### src/hdl/bq_pkg.sv
// ----------------------------------------------------------------------------
// bq_pkg: shared types and constants of the biquad filter
// register indexes, filter modes, datapath widths and the divider request
// ----------------------------------------------------------------------------
package bq_pkg;

  // configuration port
  localparam int CFG_W     = 24;
  localparam int CFG_IDX_W = 2;
  localparam logic [CFG_IDX_W-1:0] REG_K_TAN       = 2'd0;
  localparam logic [CFG_IDX_W-1:0] REG_Q_FACTOR    = 2'd1;
  localparam logic [CFG_IDX_W-1:0] REG_FILTER_MODE = 2'd2;

  // register widths and reset values
  localparam int K_W    = 24;
  localparam int Q_W    = 16;
  localparam int MODE_W = 3;
  localparam logic [K_W-1:0]    K_RESET    = 24'd1048576;
  localparam logic [Q_W-1:0]    Q_RESET    = 16'd2896;
  localparam logic [MODE_W-1:0] MODE_RESET = 3'd0;

  // filter modes
  localparam logic [MODE_W-1:0] MODE_LP = 3'd0;
  localparam logic [MODE_W-1:0] MODE_HP = 3'd1;
  localparam logic [MODE_W-1:0] MODE_BP = 3'd2;
  localparam logic [MODE_W-1:0] MODE_BR = 3'd3;
  localparam logic [MODE_W-1:0] MODE_AP = 3'd4;

  // rounded k squared, numerators and divisor, divider remainder
  localparam int KK_W    = 28;
  localparam int DIV_W   = 47;
  localparam int DIV_R_W = DIV_W + 3;

  // history words and accumulators
  localparam int HIST_W = 32;
  localparam int ACC_W  = 40;

  typedef struct packed {
    logic             start;
    logic [DIV_W-1:0] num;
    logic [DIV_W-1:0] den;
  } div_req_t;

  typedef struct packed {
    logic busy;
    logic done;
  } div_stat_t;

endpackage

### src/hdl/bq_if.sv
// ----------------------------------------------------------------------------
// bq_if: sample channels of the biquad filter
// valid/ready channels for the sample requests and the filtered results
// ----------------------------------------------------------------------------
interface bq_in_if #(parameter int SAMPLE_WIDTH = 24);
  logic                           valid;
  logic                           ready;
  logic                           op;
  logic signed [SAMPLE_WIDTH-1:0] sample_in;
  modport source (output valid, op, sample_in, input ready);
  modport sink   (input valid, op, sample_in, output ready);
endinterface

interface bq_out_if #(parameter int SAMPLE_WIDTH = 24);
  logic                           valid;
  logic                           ready;
  logic signed [SAMPLE_WIDTH-1:0] sample_out;
  modport source (output valid, sample_out, input ready);
  modport sink   (input valid, sample_out, output ready);
endinterface

### src/hdl/bq_mul.sv
// ----------------------------------------------------------------------------
// bq_mul: shared unsigned multiplier
// one registered product per cycle, used for derivation and filtering
// ----------------------------------------------------------------------------
module bq_mul #(
  parameter int A_W = 31,
  parameter int B_W = 32
) (
  input  logic               clk,
  input  logic [A_W-1:0]     a,
  input  logic [B_W-1:0]     b,
  output logic [A_W+B_W-1:0] prod
);

  // registered product
  always_ff @(posedge clk) begin
    prod <= (A_W+B_W)'(a) * (A_W+B_W)'(b);
  end

endmodule

### src/hdl/bq_div.sv
// ----------------------------------------------------------------------------
// bq_div: iterative coefficient divider
// floor(num * 2^FRAC_BITS / den), one quotient bit a cycle, saturated
// ----------------------------------------------------------------------------
module bq_div #(
  parameter int FRAC_BITS = 28
) (
  input  logic                 clk,
  input  logic                 rst,
  input  bq_pkg::div_req_t     req,
  output bq_pkg::div_stat_t    stat,
  output logic [FRAC_BITS+2:0] quot
);
  import bq_pkg::*;

  localparam int CW    = FRAC_BITS + 3;
  localparam int CNT_W = $clog2(CW + 1);

  localparam logic [1:0] PH_IDLE  = 2'd0;
  localparam logic [1:0] PH_CHECK = 2'd1;
  localparam logic [1:0] PH_RUN   = 2'd2;

  logic [1:0]         phase;
  logic [DIV_R_W-1:0] rem;
  logic [DIV_W-1:0]   den;
  logic [CNT_W-1:0]   cnt;
  logic               done;
  logic [DIV_R_W-1:0] den4;
  logic [DIV_R_W-1:0] den8;
  logic               ge;
  logic [DIV_R_W-1:0] rem_sub;

  assign den4    = {1'b0, den, 2'b00};
  assign den8    = {den, 3'b000};
  assign ge      = rem >= den4;
  assign rem_sub = ge ? rem - den4 : rem;

  // sequencer and restoring steps
  always_ff @(posedge clk) begin
    if (rst) begin
      phase <= PH_IDLE;
      done  <= 1'b0;
    end else begin
      done <= 1'b0;
      unique case (phase)
        PH_IDLE: begin
          if (req.start) begin
            rem   <= {3'b000, req.num};
            den   <= req.den;
            phase <= PH_CHECK;
          end
        end
        PH_CHECK: begin
          if (den == '0) begin
            quot  <= '0;
            done  <= 1'b1;
            phase <= PH_IDLE;
          end else if (rem >= den8) begin
            quot  <= {CW{1'b1}};
            done  <= 1'b1;
            phase <= PH_IDLE;
          end else begin
            cnt   <= CNT_W'(CW);
            phase <= PH_RUN;
          end
        end
        PH_RUN: begin
          rem  <= {rem_sub[DIV_R_W-2:0], 1'b0};
          quot <= {quot[CW-2:0], ge};
          cnt  <= cnt - 1'b1;
          if (cnt == CNT_W'(1)) begin
            done  <= 1'b1;
            phase <= PH_IDLE;
          end
        end
        default: phase <= PH_IDLE;
      endcase
    end
  end

  assign stat.busy = phase != PH_IDLE;
  assign stat.done = done;

endmodule

### src/hdl/biquad_direct_form_two_filter.sv
// ----------------------------------------------------------------------------
// biquad_direct_form_two_filter: second-order direct-form-II IIR filter
// coefficient derivation from k and q, shared multiplier, saturated output
// ----------------------------------------------------------------------------
// A filter request is taken when din.ready is high and passes through the
// sequencer steps M1 to M4, W, M5, D1, D2 and Y, where the result is
// registered once the output is free: the five products go one after
// another through the single multiplier, its rounding stage and the
// accumulator, and the b0 product has to wait for the saturated w. After
// reset and after every configuration write the coefficients are derived
// again by the bit-serial divider, three divisions in a row; din.ready
// stays low meanwhile. A clear request returns zero.
module biquad_direct_form_two_filter #(
  parameter int SAMPLE_WIDTH   = 24,
  parameter int COEF_FRAC_BITS = 28
) (
  input  logic                        clk,
  input  logic                        rst,
  input  logic                        cfg_we,
  input  logic [bq_pkg::CFG_IDX_W-1:0] cfg_index,
  input  logic [bq_pkg::CFG_W-1:0]    cfg_wdata,
  bq_in_if.sink                       din,
  bq_out_if.source                    dout
);
  import bq_pkg::*;

  localparam int CW     = COEF_FRAC_BITS + 3;
  localparam int MA_W   = (CW > KK_W) ? CW : KK_W;
  localparam int MB_W   = HIST_W;
  localparam int PROD_W = MA_W + MB_W;
  localparam int TERM_W = CW + 33 - COEF_FRAC_BITS;

  localparam logic [4:0] ST_IDLE  = 5'd0;
  localparam logic [4:0] ST_D_KK  = 5'd1;
  localparam logic [4:0] ST_D_KKR = 5'd2;
  localparam logic [4:0] ST_D_KKQ = 5'd3;
  localparam logic [4:0] ST_D_A1M = 5'd4;
  localparam logic [4:0] ST_D_SUM = 5'd5;
  localparam logic [4:0] ST_D_DA1 = 5'd6;
  localparam logic [4:0] ST_D_WA1 = 5'd7;
  localparam logic [4:0] ST_D_WA2 = 5'd8;
  localparam logic [4:0] ST_D_WB0 = 5'd9;
  localparam logic [4:0] ST_D_FIN = 5'd10;
  localparam logic [4:0] ST_S_M1  = 5'd11;
  localparam logic [4:0] ST_S_M2  = 5'd12;
  localparam logic [4:0] ST_S_M3  = 5'd13;
  localparam logic [4:0] ST_S_M4  = 5'd14;
  localparam logic [4:0] ST_S_W   = 5'd15;
  localparam logic [4:0] ST_S_M5  = 5'd16;
  localparam logic [4:0] ST_S_D1  = 5'd17;
  localparam logic [4:0] ST_S_D2  = 5'd18;
  localparam logic [4:0] ST_S_Y   = 5'd19;
  localparam logic [4:0] ST_S_CLR = 5'd20;

  localparam logic [CW-1:0] CMAX     = {CW{1'b1}};
  localparam logic [CW-1:0] COEF_ONE = CW'(1) << COEF_FRAC_BITS;
  localparam logic [KK_W-1:0] KK_ONE = KK_W'(1) << 20;

  // configuration registers and state
  logic [K_W-1:0]    k_tan;
  logic [Q_W-1:0]    q_factor;
  logic [MODE_W-1:0] filter_mode;
  logic              dirty;
  logic [4:0]        state;

  // derivation intermediates
  logic [KK_W-1:0]  kk;
  logic [DIV_W-1:0] kkq;
  logic [DIV_W-1:0] a1_half;
  logic [DIV_W-1:0] den;
  logic signed [DIV_W:0] t2;
  logic [DIV_W-1:0] k_ext;
  logic [DIV_W-1:0] q_ext;
  logic [DIV_W-1:0] nb0;
  logic [DIV_W-1:0] t2_mag;
  logic [KK_W-1:0]  kk_dist;
  logic [KK_W+19:0] kk_sum;
  logic [DIV_W:0]   t2_abs;

  // coefficients in sign and magnitude
  logic [CW-1:0] a1_mag, a2_mag, b0_mag, b1_mag, b2_mag, b0q, b0_dbl;
  logic          a1_neg, a2_neg, b0_neg, b1_neg, b2_neg;

  // history and sample path
  logic signed [HIST_W-1:0] h0, h1, w;
  logic [HIST_W-1:0]        h0_mag, h1_mag, w_mag;
  logic signed [SAMPLE_WIDTH-1:0] x_reg;
  logic signed [ACC_W-1:0]  acc_w, acc_y;
  logic signed [HIST_W-1:0] w_sat;
  logic signed [SAMPLE_WIDTH-1:0] y_sat;
  logic                     w_ovf, y_ovf;

  // multiplier pipeline
  logic [MA_W-1:0]   mul_a;
  logic [MB_W-1:0]   mul_b;
  logic [PROD_W-1:0] prod;
  logic              issue, issue_w, issue_neg;
  logic              p_valid, p_dest_w, p_neg;
  logic              t_valid, t_dest_w;
  logic signed [TERM_W-1:0] term;
  logic [PROD_W-1:0] rsum;
  logic [TERM_W-2:0] rmag;

  // output register
  logic                           out_valid;
  logic signed [SAMPLE_WIDTH-1:0] out_data;

  // divider
  div_req_t        div_req;
  div_stat_t       div_stat;
  logic [CW-1:0]   div_quot;

  assign din.ready       = (state == ST_IDLE) && !dirty;
  assign dout.valid      = out_valid;
  assign dout.sample_out = out_data;

  assign k_ext   = DIV_W'({k_tan, 12'b0});
  assign q_ext   = DIV_W'({q_factor, 20'b0});
  assign kk_sum  = prod[KK_W+19:0] + (KK_W+20)'(1 << 19);
  assign kk_dist = (kk < KK_ONE) ? KK_ONE - kk : kk - KK_ONE;
  assign t2_abs  = t2[DIV_W] ? -t2 : t2;
  assign t2_mag  = t2_abs[DIV_W-1:0];
  assign b0_dbl  = b0q[CW-1] ? CMAX : {b0q[CW-2:0], 1'b0};

  // numerator of b0 by mode
  always_comb begin
    case (filter_mode)
      MODE_HP: nb0 = q_ext;
      MODE_BP: nb0 = k_ext;
      MODE_BR: nb0 = q_ext + kkq;
      default: nb0 = kkq;
    endcase
  end

  // divider requests: a1, then a2, then b0
  always_comb begin
    div_req.den   = den;
    div_req.start = (state == ST_D_DA1) ||
                    (div_stat.done && (state == ST_D_WA1 || state == ST_D_WA2));
    unique case (state)
      ST_D_WA1: div_req.num = t2_mag;
      ST_D_WA2: div_req.num = nb0;
      default:  div_req.num = {a1_half[DIV_W-2:0], 1'b0};
    endcase
  end

  bq_div #(.FRAC_BITS(COEF_FRAC_BITS)) u_div (
    .clk  (clk),
    .rst  (rst),
    .req  (div_req),
    .stat (div_stat),
    .quot (div_quot)
  );

  // multiplier operand selection
  always_comb begin
    mul_a     = '0;
    mul_b     = '0;
    issue     = 1'b0;
    issue_w   = 1'b0;
    issue_neg = 1'b0;
    unique case (state)
      ST_D_KK: begin
        mul_a = MA_W'(k_tan);
        mul_b = MB_W'(k_tan);
      end
      ST_D_KKQ: begin
        mul_a = MA_W'(kk);
        mul_b = MB_W'(q_factor);
      end
      ST_D_A1M: begin
        mul_a = MA_W'(kk_dist);
        mul_b = MB_W'(q_factor);
      end
      ST_S_M1: begin
        mul_a     = MA_W'(a1_mag);
        mul_b     = h0_mag;
        issue     = 1'b1;
        issue_w   = 1'b1;
        issue_neg = !(a1_neg ^ h0[HIST_W-1]);
      end
      ST_S_M2: begin
        mul_a     = MA_W'(a2_mag);
        mul_b     = h1_mag;
        issue     = 1'b1;
        issue_w   = 1'b1;
        issue_neg = !(a2_neg ^ h1[HIST_W-1]);
      end
      ST_S_M3: begin
        mul_a     = MA_W'(b1_mag);
        mul_b     = h0_mag;
        issue     = 1'b1;
        issue_neg = b1_neg ^ h0[HIST_W-1];
      end
      ST_S_M4: begin
        mul_a     = MA_W'(b2_mag);
        mul_b     = h1_mag;
        issue     = 1'b1;
        issue_neg = b2_neg ^ h1[HIST_W-1];
      end
      ST_S_M5: begin
        mul_a     = MA_W'(b0_mag);
        mul_b     = w_mag;
        issue     = 1'b1;
        issue_neg = b0_neg ^ w[HIST_W-1];
      end
      default: begin
        mul_a = '0;
      end
    endcase
  end

  bq_mul #(.A_W(MA_W), .B_W(MB_W)) u_mul (
    .clk  (clk),
    .a    (mul_a),
    .b    (mul_b),
    .prod (prod)
  );

  // round half away from zero on the magnitude
  assign rsum = prod + (PROD_W'(1) << (COEF_FRAC_BITS - 1));
  assign rmag = rsum[COEF_FRAC_BITS+TERM_W-2:COEF_FRAC_BITS];

  // saturation of w and y
  assign w_ovf = !((&acc_w[ACC_W-1:HIST_W-1]) || !(|acc_w[ACC_W-1:HIST_W-1]));
  assign w_sat = w_ovf ? {acc_w[ACC_W-1], {(HIST_W-1){!acc_w[ACC_W-1]}}}
                       : acc_w[HIST_W-1:0];
  assign y_ovf = !((&acc_y[ACC_W-1:SAMPLE_WIDTH-1]) ||
                   !(|acc_y[ACC_W-1:SAMPLE_WIDTH-1]));
  assign y_sat = y_ovf ? {acc_y[ACC_W-1], {(SAMPLE_WIDTH-1){!acc_y[ACC_W-1]}}}
                       : acc_y[SAMPLE_WIDTH-1:0];

  // configuration registers
  always_ff @(posedge clk) begin
    if (rst) begin
      k_tan       <= K_RESET;
      q_factor    <= Q_RESET;
      filter_mode <= MODE_RESET;
    end else if (cfg_we) begin
      unique case (cfg_index)
        REG_K_TAN:       k_tan       <= cfg_wdata[K_W-1:0];
        REG_Q_FACTOR:    q_factor    <= cfg_wdata[Q_W-1:0];
        REG_FILTER_MODE: filter_mode <= cfg_wdata[MODE_W-1:0];
        default:         k_tan       <= k_tan;
      endcase
    end
  end

  // product, rounding and accumulation pipeline
  always_ff @(posedge clk) begin
    if (rst) begin
      p_valid <= 1'b0;
      t_valid <= 1'b0;
    end else begin
      p_valid <= issue;
      t_valid <= p_valid;
    end
    p_dest_w <= issue_w;
    p_neg    <= issue_neg;
    t_dest_w <= p_dest_w;
    term     <= p_neg ? -$signed({1'b0, rmag}) : $signed({1'b0, rmag});
    if (state == ST_S_M1) begin
      acc_w <= {{(ACC_W-SAMPLE_WIDTH){x_reg[SAMPLE_WIDTH-1]}}, x_reg};
      acc_y <= '0;
    end else if (t_valid) begin
      if (t_dest_w) begin
        acc_w <= acc_w + {{(ACC_W-TERM_W){term[TERM_W-1]}}, term};
      end else begin
        acc_y <= acc_y + {{(ACC_W-TERM_W){term[TERM_W-1]}}, term};
      end
    end
  end

  // sequencer: derivation, filtering, clearing, output
  always_ff @(posedge clk) begin
    if (rst) begin
      state     <= ST_IDLE;
      dirty     <= 1'b1;
      out_valid <= 1'b0;
      h0        <= '0;
      h1        <= '0;
      h0_mag    <= '0;
      h1_mag    <= '0;
    end else begin
      // result taken; the last steps reload the register themselves
      if (out_valid && dout.ready && state != ST_S_Y && state != ST_S_CLR) begin
        out_valid <= 1'b0;
      end
      if (cfg_we) begin
        dirty <= 1'b1;
      end
      unique case (state)
        ST_IDLE: begin
          if (dirty) begin
            if (!cfg_we) begin
              dirty <= 1'b0;
            end
            state <= ST_D_KK;
          end else if (din.valid) begin
            x_reg <= din.sample_in;
            state <= din.op ? ST_S_CLR : ST_S_M1;
          end
        end
        ST_D_KK:  state <= ST_D_KKR;
        ST_D_KKR: begin
          kk    <= kk_sum[KK_W+19:20];
          state <= ST_D_KKQ;
        end
        ST_D_KKQ: state <= ST_D_A1M;
        ST_D_A1M: begin
          kkq    <= prod[DIV_W-1:0];
          a1_neg <= kk < KK_ONE;
          state  <= ST_D_SUM;
        end
        ST_D_SUM: begin
          a1_half <= prod[DIV_W-1:0];
          den     <= kkq + k_ext + q_ext;
          t2      <= $signed({1'b0, kkq}) + $signed({1'b0, q_ext})
                     - $signed({1'b0, k_ext});
          state   <= ST_D_DA1;
        end
        ST_D_DA1: state <= ST_D_WA1;
        ST_D_WA1: begin
          if (div_stat.done) begin
            a1_mag <= div_quot;
            a2_neg <= t2[DIV_W];
            state  <= ST_D_WA2;
          end
        end
        ST_D_WA2: begin
          if (div_stat.done) begin
            a2_mag <= div_quot;
            state  <= ST_D_WB0;
          end
        end
        ST_D_WB0: begin
          if (div_stat.done) begin
            b0q   <= div_quot;
            state <= ST_D_FIN;
          end
        end
        ST_D_FIN: begin
          case (filter_mode)
            MODE_HP: begin
              b0_mag <= b0q;    b0_neg <= 1'b0;
              b1_mag <= b0_dbl; b1_neg <= 1'b1;
              b2_mag <= b0q;    b2_neg <= 1'b0;
            end
            MODE_BP: begin
              b0_mag <= b0q;    b0_neg <= 1'b0;
              b1_mag <= '0;     b1_neg <= 1'b0;
              b2_mag <= b0q;    b2_neg <= 1'b1;
            end
            MODE_BR: begin
              b0_mag <= b0q;    b0_neg <= 1'b0;
              b1_mag <= a1_mag; b1_neg <= a1_neg;
              b2_mag <= b0q;    b2_neg <= 1'b0;
            end
            MODE_AP: begin
              b0_mag <= a2_mag;   b0_neg <= a2_neg;
              b1_mag <= a1_mag;   b1_neg <= a1_neg;
              b2_mag <= COEF_ONE; b2_neg <= 1'b0;
            end
            default: begin
              b0_mag <= b0q;    b0_neg <= 1'b0;
              b1_mag <= b0_dbl; b1_neg <= 1'b0;
              b2_mag <= b0q;    b2_neg <= 1'b0;
            end
          endcase
          state <= ST_IDLE;
        end
        ST_S_M1: state <= ST_S_M2;
        ST_S_M2: state <= ST_S_M3;
        ST_S_M3: state <= ST_S_M4;
        ST_S_M4: state <= ST_S_W;
        ST_S_W: begin
          w     <= w_sat;
          w_mag <= w_sat[HIST_W-1] ? HIST_W'(-w_sat) : HIST_W'(w_sat);
          state <= ST_S_M5;
        end
        ST_S_M5: state <= ST_S_D1;
        ST_S_D1: state <= ST_S_D2;
        ST_S_D2: state <= ST_S_Y;
        ST_S_Y: begin
          if (!out_valid || dout.ready) begin
            out_data  <= y_sat;
            out_valid <= 1'b1;
            h1        <= h0;
            h1_mag    <= h0_mag;
            h0        <= w;
            h0_mag    <= w_mag;
            state     <= ST_IDLE;
          end
        end
        ST_S_CLR: begin
          if (!out_valid || dout.ready) begin
            out_data  <= '0;
            out_valid <= 1'b1;
            h0        <= '0;
            h1        <= '0;
            h0_mag    <= '0;
            h1_mag    <= '0;
            state     <= ST_IDLE;
          end
        end
        default: state <= ST_IDLE;
      endcase
    end
  end

  // stored magnitudes follow the history words
  a_h0_mag: assert property (@(posedge clk) disable iff (rst)
    h0_mag == (h0[HIST_W-1] ? HIST_W'(-h0) : HIST_W'(h0)))
    else $error("h0 magnitude out of step with h0");

  a_h1_mag: assert property (@(posedge clk) disable iff (rst)
    h1_mag == (h1[HIST_W-1] ? HIST_W'(-h1) : HIST_W'(h1)))
    else $error("h1 magnitude out of step with h1");

  // a clear request goes straight to the clear step
  a_clear: assert property (@(posedge clk) disable iff (rst)
    din.valid && din.ready && din.op |=> state == ST_S_CLR)
    else $error("clear request not handled");

  // divider only runs while the sequencer waits on it
  a_div_busy: assert property (@(posedge clk) disable iff (rst)
    div_stat.busy |-> (state == ST_D_WA1 || state == ST_D_WA2 ||
                       state == ST_D_WB0))
    else $error("divider busy outside derivation");

  // rounded terms only arrive during the filter steps
  a_term: assert property (@(posedge clk) disable iff (rst)
    t_valid |-> (state == ST_S_M3 || state == ST_S_M4 || state == ST_S_W ||
                 state == ST_S_M5 || state == ST_S_D2))
    else $error("product term outside filter steps");

endmodule

### src/flat_wrapper.sv
// flat-port wrapper written by rule: the top's interface ports become plain ports
module biquad_direct_form_two_filter_flat import bq_pkg::*;
#(
  parameter int SAMPLE_WIDTH   = 24,
  parameter int COEF_FRAC_BITS = 28
)
  (clk, rst, cfg_we, cfg_index, cfg_wdata, din_valid, din_op, din_sample_in, din_ready, dout_valid, dout_sample_out, dout_ready);
  bq_in_if #(.SAMPLE_WIDTH(SAMPLE_WIDTH)) din_i ();
  bq_out_if #(.SAMPLE_WIDTH(SAMPLE_WIDTH)) dout_i ();
  input  logic clk;
  input  logic rst;
  input  logic cfg_we;
  input  logic [bq_pkg::CFG_IDX_W-1:0] cfg_index;
  input  logic [bq_pkg::CFG_W-1:0] cfg_wdata;
  input wire logic [$bits(din_i.valid)-1:0] din_valid;
  input wire logic [$bits(din_i.op)-1:0] din_op;
  input wire logic [$bits(din_i.sample_in)-1:0] din_sample_in;
  output wire logic [$bits(din_i.ready)-1:0] din_ready;
  output wire logic [$bits(dout_i.valid)-1:0] dout_valid;
  output wire logic [$bits(dout_i.sample_out)-1:0] dout_sample_out;
  input wire logic [$bits(dout_i.ready)-1:0] dout_ready;
  assign din_i.valid = din_valid;
  assign din_i.op = din_op;
  assign din_i.sample_in = din_sample_in;
  assign din_ready = din_i.ready;
  assign dout_valid = dout_i.valid;
  assign dout_sample_out = dout_i.sample_out;
  assign dout_i.ready = dout_ready;
  biquad_direct_form_two_filter #(.SAMPLE_WIDTH(SAMPLE_WIDTH), .COEF_FRAC_BITS(COEF_FRAC_BITS)) u_core (.clk(clk), .rst(rst), .cfg_we(cfg_we), .cfg_index(cfg_index), .cfg_wdata(cfg_wdata), .din(din_i), .dout(dout_i));
endmodule
### config.mk
export PLATFORM = sky130hd
export DESIGN_NAME = biquad_direct_form_two_filter_flat
export DESIGN_NICKNAME = d
export VERILOG_FILES = /design/src/hdl/bq_pkg.sv /design/src/hdl/bq_if.sv /design/src/hdl/bq_mul.sv /design/src/hdl/bq_div.sv /design/src/hdl/biquad_direct_form_two_filter.sv /design/src/flat_wrapper.sv
export SDC_FILE = /design/constraint.sdc
export NUM_CORES = 2
export LEC_CHECK = 0
export ABC_AREA = 1
export BUFFER_PORTS_ARGS = -buffer_cell sky130_fd_sc_hd__clkbuf_2
export CAP_MARGIN = 20
export CORE_ASPECT_RATIO = 0.5
export CORE_MARGIN = 2
export CORE_UTILIZATION = 50
export CTS_CLUSTER_SIZE = 30
export DETAILED_ROUTE_END_ITERATION = 12
export HOLD_SLACK_MARGIN = 0.02
export PLACE_DENSITY = 0.68
export REMOVE_ABC_BUFFERS = 1
export SLEW_MARGIN = 5
export SYNTH_ARGS = -nofsm -noshare
export SYNTH_HDL_FRONTEND = slang
export SYNTH_SLANG_ARGS = --single-unit
### constraint.sdc
create_clock -name clk -period 25.3 [get_ports clk]
set_input_delay 1.265 -clock clk [delete_from_list [all_inputs] [get_ports clk]]
set_output_delay 1.265 -clock clk [all_outputs]
set_load 0.01 [all_outputs]
=== Word level (Yosys, flattened, before mapping) ===
Cells that the tools add are included.

* Flip-flop bits (word level): 1017
* Logic and storage cells: 244

* $add $sub $neg: 16
* Multipliers: 1
* Order comparisons: 3
* Equal/unequal tests: 43
* Multiplexer cells: 66
* Bitwise gates (word level): 8
* Reduce and logical (&&, ||, !) cells: 60

{| class="wikitable"
|+ Operator list
! operator !! number
|-
| $pmux 32 s2 || 4
|-
| $pmux 31 s8 || 1
|-
| $mux 32 || 6
|-
| $pmux 32 s5 || 1
|-
| $mux 31 || 5
|-
| $pmux 47 s3 || 1
|-
| $pmux 31 s2 || 2
|-
| $mux 40 || 3
|-
| $pmux 50 s2 || 1
|-
| $pmux 5 s19 || 1
|-
| $add 47x36->47 || 2
|-
| $pmux 47 s2 || 1
|-
| $add 40x40->40 || 2
|-
| $mux 24 || 3
|-
| $add 63x28->63 const B || 1
|-
| $mul 31x32->63 || 1
|-
| $ge 50x49->1 || 1
|-
| $ge 50x50->1 || 1
|-
| $mux 50 || 1
|-
| $mux 49 || 1
|-
| $sub 49x49->49 || 1
|-
| $add 47x36->48 || 1
|-
| $add 48x20->48 const B || 1
|-
| $pmux 24 s2 || 1
|-
| 53 further kinds || 154
|}

=== Longest topological paths before layout ===
* Depth in word-level cells: 6
* Mapped depth: 43

=== By module ===
From an unflattened synthesis, not the netlist that was laid out.

* Cell total of the unflattened synthesis: 12132
* Area total of the unflattened synthesis: 92433.7 sq um

{| class="wikitable"
|+ Modules (own cells, without submodules)
! module !! instances !! cells each !! area each (sq um) !! seq. area each (sq um)
|-
| biquad_direct_form_two_filter || 1 || 5764 || 45316.0 || 19738.9
|-
| bq_mul || 1 || 4751 || 35763.0 || 1261.2
|-
| bq_div || 1 || 1617 || 11354.6 || 4053.9
|}

=== Worst setup path before layout ===
No wires, ideal clock.

* Path kind: input -> register
* Start point: input rst
* End point: register u_core.a1_half[0], enable pin
* Arrival: 14.880 ns
* Required time: 24.321 ns
* Setup slack: 9.441 ns
* Stages: 3
* Buffers on the path: 2
* Path through: clkbuf_1 -> clkbuf_1 -> nor4_1

* Longest elaborated chain between the ends: 2

{| class="wikitable"
|+ Ends and longest elaborated chain
! element !! line !! text
|-
| start, declared || flat_wrapper.sv:11 || <nowiki>input logic rst;</nowiki>
|-
| $not 1->1 (no source line) || -- ||
|-
| $reduce_and 2->1 (no source line) || -- ||
|-
| end signal, assigned || biquad_direct_form_two_filter.sv:316 || <nowiki>a1_half <= prod[DIV_W-1:0];</nowiki>
|-
| end, declared || biquad_direct_form_two_filter.sv:69 || <nowiki>logic [DIV_W-1:0] a1_half;</nowiki>
|}

No other way between the ends.
A chain may end at the register's enable or synchronous reset.

=== Worst setup path after layout ===
* Start point: register u_core.kk[20]
* End point: register u_core.u_mul.prod[48]

* Longest elaborated chain between the ends: 4

{| class="wikitable"
|+ Ends and longest elaborated chain
! element !! line !! text
|-
| start, declared || biquad_direct_form_two_filter.sv:67 || <nowiki>logic [KK_W-1:0] kk;</nowiki>
|-
| start signal, assigned || biquad_direct_form_two_filter.sv:306 || <nowiki>kk <= kk_sum[KK_W+19:20];</nowiki>
|-
| $sub 28x21->28, or another cell as far along || biquad_direct_form_two_filter.sv:120 || <nowiki>assign kk_dist = (kk < KK_ONE) ? KK_ONE - kk : kk - KK_ONE;</nowiki>
|-
| $mux 28 || biquad_direct_form_two_filter.sv:120 ||
|-
| $pmux 31 s8 (*) || biquad_direct_form_two_filter.sv:162 || <nowiki>unique case (state)</nowiki>
|-
| $mul 31x32->63 (*) || bq_mul.sv:17 || <nowiki>prod <= (A_W+B_W)'(a) * (A_W+B_W)'(b);</nowiki>
|-
| end signal, assigned || bq_mul.sv:17 ||
|-
| end, declared || bq_mul.sv:12 || <nowiki>output logic [A_W+B_W-1:0] prod</nowiki>
|}

Mark *: on every way between the ends. The rest lies on a longest branch, timed or not.

==> impl_metrics.toml <==
[run_status]
status = "completed"

[clock_network]
cts_hold_buf = 0
cts_resized = 0
cts.clk_slew.worst_paths_ns = 0.07
clock_sink_count = 922
postCtsSetupBuffers = 0
cts_buffers = 92
cts_tree = "built"
cts-root-buf = "clkbuf_16"
clk_latency_ns = 0.74
cts.htree.levels = 3
cts.path.max_buffers = 3

[floorplanning]
io_pins = 82
die_h_um = 304
fp.dieArea_um2 = 183000
design.core.area_um2 = 178000
rows = 109
initial_utilization_pct = 50.6
dieWidth_um = 603

[pwr]
vdd_drop_max_mv = 0.0582
p_per_area_nw_per_um2 = 62.0
p_leak_nw = 43.9

[logic_synthesis]
yosys-top-cells-area = "edfxtp_1 (22%), fa_1 (20%), nand2_1 (11%), inv_1 (8.6%), ha_1 (7.7%)"
yosysWarnings = 0
synth_edf_count = 659
synth_top_cell_area_share_pct = 22.0
async_flop_share_pct = 0
synth.most_common_cell = "nand2_1"
synthTopCellsByCount = "nand2_1 (2602), inv_1 (2068), nor2_1 (1202), fa_1 (903), edfxtp_1 (659)"
post_synth.cell_area_avg_um2 = 7.94
syn_inst = 11300
yosys.area.top_type = "edfxtp_1"
synthFlopType = "edfxtp_1"
synth.distinct_cells = 71
ys_ff_latch = 922
ys_seq_area_share_pct = 27.9
syn_area_um2 = 89800

[place]
place_hpwl_um = 278000
place_congestion = 1.04
numPortBuffers = 81

[routing]
avgViaCountPerCell = 5.80
drc = 0
routedWlPerCell_um = 25.4
drt_iter0_markers = 9659
route.vias.total = 79800
drt_pass1_iterations = 8
antenna_left = 0
totalWireLength_um = 349000

[worst_setup_path]
worstSetupPathType = "flip-flop to flip-flop"
crit_top_cell = "fa_1"
cpMaxStageDelayCell = "o21ai_0"
start_kind = "flip-flop"
required_ns = 25.93
critical_path_arrival_ns = 11.45
worstPathMaxFanout = 25
cp-end-kind = "flip-flop"
r2r_slack_ns = 14.48
critPathMaxStageDelay_ns = 0.91

[timing]
rsz0062_at_grt = "no"
slew_viol_final = 0
fmax_mhz = 92.4
holdWs_ns = 0.345
fin_crit_ns = 10.82
fin_setup_tns_ns = 0
setup_viol = 0
relSlewSlack_pct = 21.2
timing.final.crit_share_pct = 42.8
worst_pin_slew_ns = 1.17
clock-skew-final_ns = 0.0473
hold_viol = 0

[job]
max-cap-violations = 0

[final_layout]
largest_reg_flops = 63
synthToLayoutAreaGrowth_pct = 7.05
regMostFlops = "u_core.u_mul.prod"
final_nets = 12800
drive_gt1_share_pct = 4.67
largest_registers = "u_core.u_mul.prod x63, u_core.u_div.rem x50, u_core.t2 x48"

[global_route]
grt_pass1_wl_um = 513000
grt_pass1_vias = 78400
antenna_found_initial = 18
grt-ovfl-total = 0
grt.total_usage_pct = 37.9
grt_max_degree = 140

[worst_hold_path]
hp-class = "flip-flop to flip-flop"
worst paths after layout:
path / start / to / depth (start not counted)
hold reg to reg: u_core.p_dest_w$_DFF_P_ / u_core.t_dest_w$_DFF_P_ / 0
setup / recovery: u_core.kk[20]$_DFFE_PP_ / u_core.u_mul.prod[48]$_DFF_P_ / 35
hold / removal: u_core.p_dest_w$_DFF_P_ / u_core.t_dest_w$_DFF_P_ / 0
setup reg to reg: u_core.kk[20]$_DFFE_PP_ / u_core.u_mul.prod[48]$_DFF_P_ / 35
through the flow:
| stage | area [um2] | power [mW] | instances | util (%) | worst slack (ns) |
|---|---|---|---|---|---|
| floorplan | 88300 | 3.42 | 11000 | - | 9.58 |
| global placement | 92900 | 4.39 | 13600 | 52.3 | 14.94 |
| detailed placement | 92900 | 4.41 | 13600 | 52.3 | 14.73 |
| CTS | 96100 | 5.89 | 13700 | 54.1 | 14.81 |
| global route | 96200 | 6.24 | 13700 | 54.2 | 13.90 |
| finish | 96200 | 5.96 | 13800 | 54.2 | 14.48 |
where the power goes:
group | internal (mW) | total [mW] | switching, mW
combinational | 0.686 | 2.46 | 1.77
sequential | 1.81 | 2.02 | 0.206
clock | 0.820 | 1.49 | 0.667
total | 3.32 | 5.96 | 2.65
layer usage:
metal / part of all wire, % / vias to the layer above / wire length [um] / global-route usage (%)
met2: 42 / 4206 / 147000 / 56.2
li1: - / 35800 / - / -
met3: 11 / 820 / 39100 / 9.20
met1: 41 / 38900 / 144000 / 52.4
met5: 0.036 / - / 126 / 0
met4: 5.4 / 12 / 18800 / 17.5
cells in the final DEF (no fill, tap or decap), drive strengths merged, types with 47 or more instances in the layout:
cell    count
nand2    2608
inv      2133
nor2     1227
fa        903
edfxtp    659
ha        553
o21ai     549
a21oi     532
nand3     501
dfxtp     263
clkbuf    189
xor2      178
buf       130
nand4     111
nor3      105
xnor2      81
a31oi      72
o31ai      63
a21o       48
o211ai     47
logic make-up after synthesis:
kind of cell	count (synthesis)	share of synthesized area, %
buffers and inverters	2471	10.6
and+or+nand+nor	4649	21.1
xor gates and xnor gates	259	2.53
adders and majority gates	1456	27.8
DFF	922	27.9
AOI/OAI and AO/OA	1560	10.0
muxes	1	0.0111
area by class of cell:
cell class / count / area [um2]
antenna: 9 / 22.5
clock buffer: 108 / 2490
clock inverter: 63 / 703
timing repair buffer: 211 / 1420
multi-input combinational: 7925 / 55500
tap: 2386 / 2990
sequential: 922 / 25100
fill: 17000 / 81400
inverter: 2129 / 7990
critical path, delay by kind of cell (launching register included):
family / cells / cell delay [ns]
AO/OA/AOI/OAI: 5 / 1.58
adder cells (fa/ha/maj): 10 / 4.82
buffers and inverters: 9 / 1.79
flip-flops: 1 / 0.48
AND/OR/NAND/NOR: 11 / 1.99
Note: power is estimated with default switching activity, not from simulation.
